## src/sv/cdq_pkg.sv

```systemverilog
// ----------------------------------------------------------------------------
// cdq_pkg
// shared widths, request codes and the result flag bundle of the deque
// ----------------------------------------------------------------------------
`default_nettype none

package cdq_pkg;

  localparam int DEPTH_DEF = 1024;
  localparam int CAP_W     = 11;
  localparam int KIND_W    = 3;
  localparam int DATA_W    = 32;

  localparam logic [CAP_W-1:0] CAP_RESET = 11'd1024;

  // request codes
  localparam logic [KIND_W-1:0] K_INS_FRONT = 3'd0;
  localparam logic [KIND_W-1:0] K_INS_BACK  = 3'd1;
  localparam logic [KIND_W-1:0] K_DEL_FRONT = 3'd2;
  localparam logic [KIND_W-1:0] K_DEL_BACK  = 3'd3;
  localparam logic [KIND_W-1:0] K_RD_FRONT  = 3'd4;
  localparam logic [KIND_W-1:0] K_RD_REAR   = 3'd5;

  // result flags from the control stage
  typedef struct packed {
    logic ok;
    logic rd_mem;    // data comes from the ring store
    logic rd_neg;    // read of an empty deque, data is all ones
    logic is_empty;
    logic is_full;
  } res_t;

  function automatic int idx_width(input int depth);
    return (depth > 1) ? $clog2(depth) : 1;
  endfunction

  function automatic int cmp_width(input int depth);
    return (idx_width(depth) + 1 > CAP_W) ? idx_width(depth) + 1 : CAP_W;
  endfunction

endpackage

`default_nettype wire

```

## src/sv/cdq_ctrl.sv

```systemverilog
// ----------------------------------------------------------------------------
// cdq_ctrl
// capacity register, end indices and element count; decodes one request
// ----------------------------------------------------------------------------
`default_nettype none

module cdq_ctrl
  import cdq_pkg::*;
#(
  parameter int DEPTH = DEPTH_DEF,
  localparam int IDX_W = idx_width(DEPTH)
) (
  input  wire logic              clk,
  input  wire logic              rst_n,
  input  wire logic              cfg_we,
  input  wire logic [CAP_W-1:0]  cfg_cap,
  input  wire logic              req_vld,
  input  wire logic [KIND_W-1:0] req_kind,
  output logic                   mem_we,
  output logic      [IDX_W-1:0]  mem_addr,
  output res_t                   res
);

  localparam int CMP_W = cmp_width(DEPTH);
  localparam logic [CMP_W-1:0] DEPTH_C = CMP_W'(DEPTH);
  localparam logic [CMP_W-1:0] ONE_C   = CMP_W'(1);

  logic [CAP_W-1:0] cap_r;
  logic [IDX_W-1:0] front_r, front_nxt;
  logic [IDX_W-1:0] rear_r, rear_nxt;
  logic [CAP_W-1:0] cnt_r, cnt_nxt;

  logic [CMP_W-1:0] cap_ext, eff_cap;
  logic             empty, full;
  logic [IDX_W-1:0] front_inc, front_dec, rear_inc, rear_dec;
  logic             we_c;
  logic [IDX_W-1:0] addr_c;
  res_t             res_c;

  // capacity clamped to 1..DEPTH
  always_comb begin
    cap_ext = CMP_W'(cap_r);
    if (cap_ext == '0) begin
      eff_cap = ONE_C;
    end else if (cap_ext > DEPTH_C) begin
      eff_cap = DEPTH_C;
    end else begin
      eff_cap = cap_ext;
    end
  end

  assign empty = (cnt_r == '0);
  assign full  = (CMP_W'(cnt_r) >= eff_cap);

  // wrap by comparison against the capacity
  assign front_inc = (CMP_W'(front_r) + ONE_C >= eff_cap) ? '0 : front_r + IDX_W'(1);
  assign rear_inc  = (CMP_W'(rear_r) + ONE_C >= eff_cap) ? '0 : rear_r + IDX_W'(1);
  assign front_dec = (front_r == '0 || CMP_W'(front_r) >= eff_cap) ?
                     IDX_W'(eff_cap - ONE_C) : front_r - IDX_W'(1);
  assign rear_dec  = (rear_r == '0 || CMP_W'(rear_r) >= eff_cap) ?
                     IDX_W'(eff_cap - ONE_C) : rear_r - IDX_W'(1);

  always_comb begin
    front_nxt = front_r;
    rear_nxt  = rear_r;
    cnt_nxt   = cnt_r;
    we_c      = 1'b0;
    addr_c    = front_r;
    res_c     = '0;
    case (req_kind)
      K_INS_FRONT, K_INS_BACK: begin
        if (!full) begin
          if (empty) begin
            front_nxt = '0;
            rear_nxt  = '0;
            addr_c    = '0;
          end else if (req_kind == K_INS_FRONT) begin
            front_nxt = front_dec;
            addr_c    = front_dec;
          end else begin
            rear_nxt = rear_inc;
            addr_c   = rear_inc;
          end
          we_c     = 1'b1;
          cnt_nxt  = cnt_r + CAP_W'(1);
          res_c.ok = 1'b1;
        end
      end
      K_DEL_FRONT: begin
        if (!empty) begin
          front_nxt = front_inc;
          cnt_nxt   = cnt_r - CAP_W'(1);
          res_c.ok  = 1'b1;
        end
      end
      K_DEL_BACK: begin
        if (!empty) begin
          rear_nxt = rear_dec;
          cnt_nxt  = cnt_r - CAP_W'(1);
          res_c.ok = 1'b1;
        end
      end
      K_RD_FRONT, K_RD_REAR: begin
        addr_c = (req_kind == K_RD_FRONT) ? front_r : rear_r;
        if (empty) begin
          res_c.rd_neg = 1'b1;
        end else begin
          res_c.rd_mem = 1'b1;
          res_c.ok     = 1'b1;
        end
      end
      default: begin
      end
    endcase
    res_c.is_empty = (cnt_nxt == '0);
    res_c.is_full  = (CMP_W'(cnt_nxt) >= eff_cap);
  end

  always_ff @(posedge clk) begin
    if (!rst_n) begin
      cap_r   <= CAP_RESET;
      front_r <= '0;
      rear_r  <= '0;
      cnt_r   <= '0;
    end else begin
      if (cfg_we) begin
        cap_r <= cfg_cap;
      end
      if (req_vld) begin
        front_r <= front_nxt;
        rear_r  <= rear_nxt;
        cnt_r   <= cnt_nxt;
      end
    end
  end

  assign mem_we   = req_vld & we_c;
  assign mem_addr = addr_c;
  assign res      = res_c;

endmodule

`default_nettype wire

```

## config.mk

```make
export PLATFORM = sky130hd
export DESIGN_NAME = cdq_ctrl
export DESIGN_NICKNAME = d
export VERILOG_FILES = /design/src/sv/cdq_pkg.sv /design/src/sv/cdq_ctrl.sv
export SDC_FILE = /design/constraint.sdc
export NUM_CORES = 1
export LEC_CHECK = 0
export ABC_AREA = 1
export BUFFER_PORTS_ARGS = -buffer_cell sky130_fd_sc_hd__buf_2
export CAP_MARGIN = 25
export CORE_MARGIN = 5
export CORE_UTILIZATION = 40
export DETAILED_ROUTE_END_ITERATION = 8
export SKIP_LAST_GASP = 1
export SLEW_MARGIN = 10
export SYNTH_ARGS = -nofsm -noshare
export SYNTH_HDL_FRONTEND = slang
export SYNTH_SLANG_ARGS = --single-unit
```

## constraint.sdc

```tcl
create_clock -name clk -period 5.1 [get_ports clk]
set_input_delay 1.02 -clock clk [delete_from_list [all_inputs] [get_ports clk]]
set_output_delay 1.02 -clock clk [all_outputs]
set_load 0.1 [all_outputs]
```

==> impl_metrics.csv <==
group,metric,value,unit
grt,antenna_found_initial,0,
grt,first_global_vias,6044,
sta,final.setup.tns,0,ps
logic_synthesis,synth_cell_types,49,
die,rows,45,
cells_and_area,drive_gt1_share,14.12,%
logic_synthesis,ys_seq_area_share,13.91,%
die,io_pins,34,
placement,dp_cells,1200,
sta,setup_violations,0,
die,die_h,132.9,um
sta,fin_worst_skew,11.86,ps
logic_synthesis,ys_warn_count,0,
sta,slew_headroom,38.97,%
die,core-area,15030,um2
clock_tree,htreeDepth,2,
sta,hold_viol,0,
pwr,p_int,958.6,uW
setup_path,path_cells,"nor2_4 -> nand3_2 -> o21bai_4 -> buf_6 -> nand2_4 -> ha_1 -> nand4_1 -> nor2_2 -> a21oi_4 -> buf_6 -> nand3_1 -> nand3_1 -> nand2_1 -> nand2_2 -> inv_1 -> ha_1 -> nand2_1 -> o21ai_1 -> a21boi_0 -> o21ai_1 -> a31oi_1 -> o211ai_1 -> clkbuf_16",
logic_synthesis,ys.flop_type,"dfxtp_1",
clock_tree,clk-insertion-delay-late,300,ps
routing,postRouteAntennaNets,0,
die,die_w,132.9,um
sta,fmax,204.2,MHz
pwr,swShare,48.88,%
logic_synthesis,synth.avg_cell_area,6.088,um2
placement,dp_slack,222.3,ps
logic_synthesis,synth_top_cell_by_area,"ha_1",
cells_and_area,fin_nets,1120,
sta,tightestPinTransition,909.4,ps
min_path,hp-class,"reg2reg",
pwr,comb_power_share,57.2,%
clock_tree,cts_buffers,5,
logic_synthesis,synth_common_cells,"nand2_1 (217), nor2_1 (109), inv_1 (102)",
cells_and_area,num-fill-cells,1642,
grt,grt_max_degree,26,
setup_path,crit_path_top_delay_cell,"dfxtp_2",
routing,drt-total-wl,21290,um
logic_synthesis,async_flop_share,0,%
setup_path,critPathMaxFanout,7,
placement,gp_congestion,0.9328,
placement,io_buffers,33,
logic_synthesis,yosysTopAreaCellShare,15.73,%
pwr,power.leakage,0.003491,uW
clock_tree,cts_tree,"built",
sta,whs,530.8,ps
sta,rsz0062_at_grt,"true",
sta,fin_crit,4896,ps
cells_and_area,instances_no_fill,1215,
logic_synthesis,synth_area_leaders,"ha_1 (16%), dfxtp_1 (14%), nand2_1 (13%)",
routing,dr.pass1.iters,6,
logic_synthesis,syn_area,6046,um2
flow_run,max-cap-violations,0,
sta,fin_crit_sh,96.01,%
clock_tree,cts_root_buffer,"clkbuf_16",
logic_synthesis,ys_seq_elements,42,
grt,grt_use_total,23.20,%
pwr,p_sw,916.5,uW
routing,dr_total_vias,6837,
setup_path,worstPathRequired,4080,ps
logic_synthesis,synth-edff-count,0,
setup_path,critPathArrivalTime,3880,ps
routing,drc,0,
pwr,p_clk_share,20.6,%
placement,dpl.hpwl,16620,um
cells_and_area,syn_to_final_growth,16.39,%
logic_synthesis,synth_most_common_cell,"nand2_1",
pwr,seqPwrFrac,22.2,%
sta,setup_slack,203.7,ps
routing,drt-vias-per-instance,5.627,
die,dieArea,17670,um2
sta,maxSlewViolCount,0,
clock_tree,clk_pin_slew_worst_paths,60,ps
grt,grt_pass1_wl,32780,um
setup_path,crit_type,"reg2out",
setup_path,worst_setup_path_start_kind,"flip-flop",
clock_tree,cts_buffer_depth,2,
setup_path,max_stage_delay,360,ps
logic_synthesis,syn_nets,1087,
logic_synthesis,synth_cells,993,
pwr,ir_worst_vdd,154.0,uV
routing,avgRoutedWirePerCell,17.52,um
run_status,status,"completed",
grt,overflow,0,
routing,first_iter_violations,669,
cells_and_area,n_antenna_cell,0,
clock_tree,cts_num_sinks,42,
die,start_util,40.22,%
pwr,power.density,266.5,nW/um2
setup_path,end_kind,"output pin",
[stage by stage]
stage / power, uW / instance area [um2] / util, %
after detailed placement: 1436 / 6680 / 44.44
after floorplan: 1162 / 6122 / -
after CTS: 1827 / 6848 / 45.55
final: 1875 / 7037 / 46.81
after global routing: 1998 / 7037 / 46.81
after global placement: 1435 / 6680 / 44.44
[power groups by stage]
stage	Clock (uW)	Combinational (uW)	Sequential, uW
after CTS	392	1020	413
after floorplan	0	772	391
after global placement	0	1010	420
final	386	1070	416
after detailed placement	0	1020	421
after global routing	407	1170	421
[critical path, delay by kind of cell, from the launching register on]
kind,cells,cell delay [ps]
compound gates,7,1070
fa+ha+maj,2,580
simple gates,10,900
flops,1,360
buf+inv,4,670
[path summary, 6_finish.rpt]
path              start    endpoint  slack, ps  depth (start not counted)
max reg2reg  front_r[0]  front_r[6]       1720                         14
min          cap_ext[0]  cap_ext[0]        530                          2
min reg2reg  cap_ext[0]  cap_ext[0]        530                          2
max          cap_ext[1]      res[0]        200                         23
[timing repair]
| action | CTS | global route |
|---|---|---|
| endpoints found under the setup margin | 1 | 9 |
| pin swaps | 1 | 8 |
| gates resized for setup | 1 | 38 |
| hold buffers | 0 | 0 |
| buffers inserted | 0 | 6 |
| gates cloned | 0 | 1 |
[metal layers]
layer  GRT usage [%]  wire (um)  up-vias
met5               0          0        -
li1                -          -     3384
met1           33.77      10060     3148
met2           36.54       9350      272
met3           3.004       1567       33
met4           4.850        305        0
[final cells by class]
class / instances / area [um2] / area share [%]
inverter: 115 / 441.7 / 6.277
tap: 188 / 235.2 / 3.343
clock inverter: 1 / 30.03 / 0.4267
timing repair buffer: 60 / 591.8 / 8.410
sequential: 42 / 852.1 / 12.11
multi-input combinational: 802 / 4753 / 67.55
clock buffer: 7 / 132.6 / 1.885
[cells in the final DEF, fill, tap and decap left out, types with 6 or more instances in the layout]
| cell type | count |
|---|---|
| buf_12 | 13 |
| buf_4 | 23 |
| nor2_1 | 102 |
| nand4_1 | 15 |
| xor2_1 | 33 |
| nand2_1 | 207 |
| ha_1 | 73 |
| nor2_2 | 7 |
| buf_2 | 20 |
| inv_2 | 12 |
| clkbuf_16 | 6 |
| dfxtp_2 | 6 |
| inv_1 | 99 |
| nor3_1 | 12 |
| nand3_1 | 83 |
| a21oi_1 | 98 |
| o21a_1 | 10 |
| nand2_2 | 6 |
| nand2_4 | 6 |
| o21ai_0 | 55 |
| o21ai_1 | 34 |
| dfxtp_1 | 35 |
[state kept, by name, summed over array words and instances, names as in the netlist]
name and cells:
cap_ext 11, rear_r 10, cnt_r 11, front_r 10
[logic make-up after synthesis]
family	share of synthesized area (%)
buf+inv	10.47
flops	13.91
simple gates	35.29
xor+xnor	4.926
compound gates	19.68
fa+ha+maj	15.73
Power figures use the tool's default switching activity.
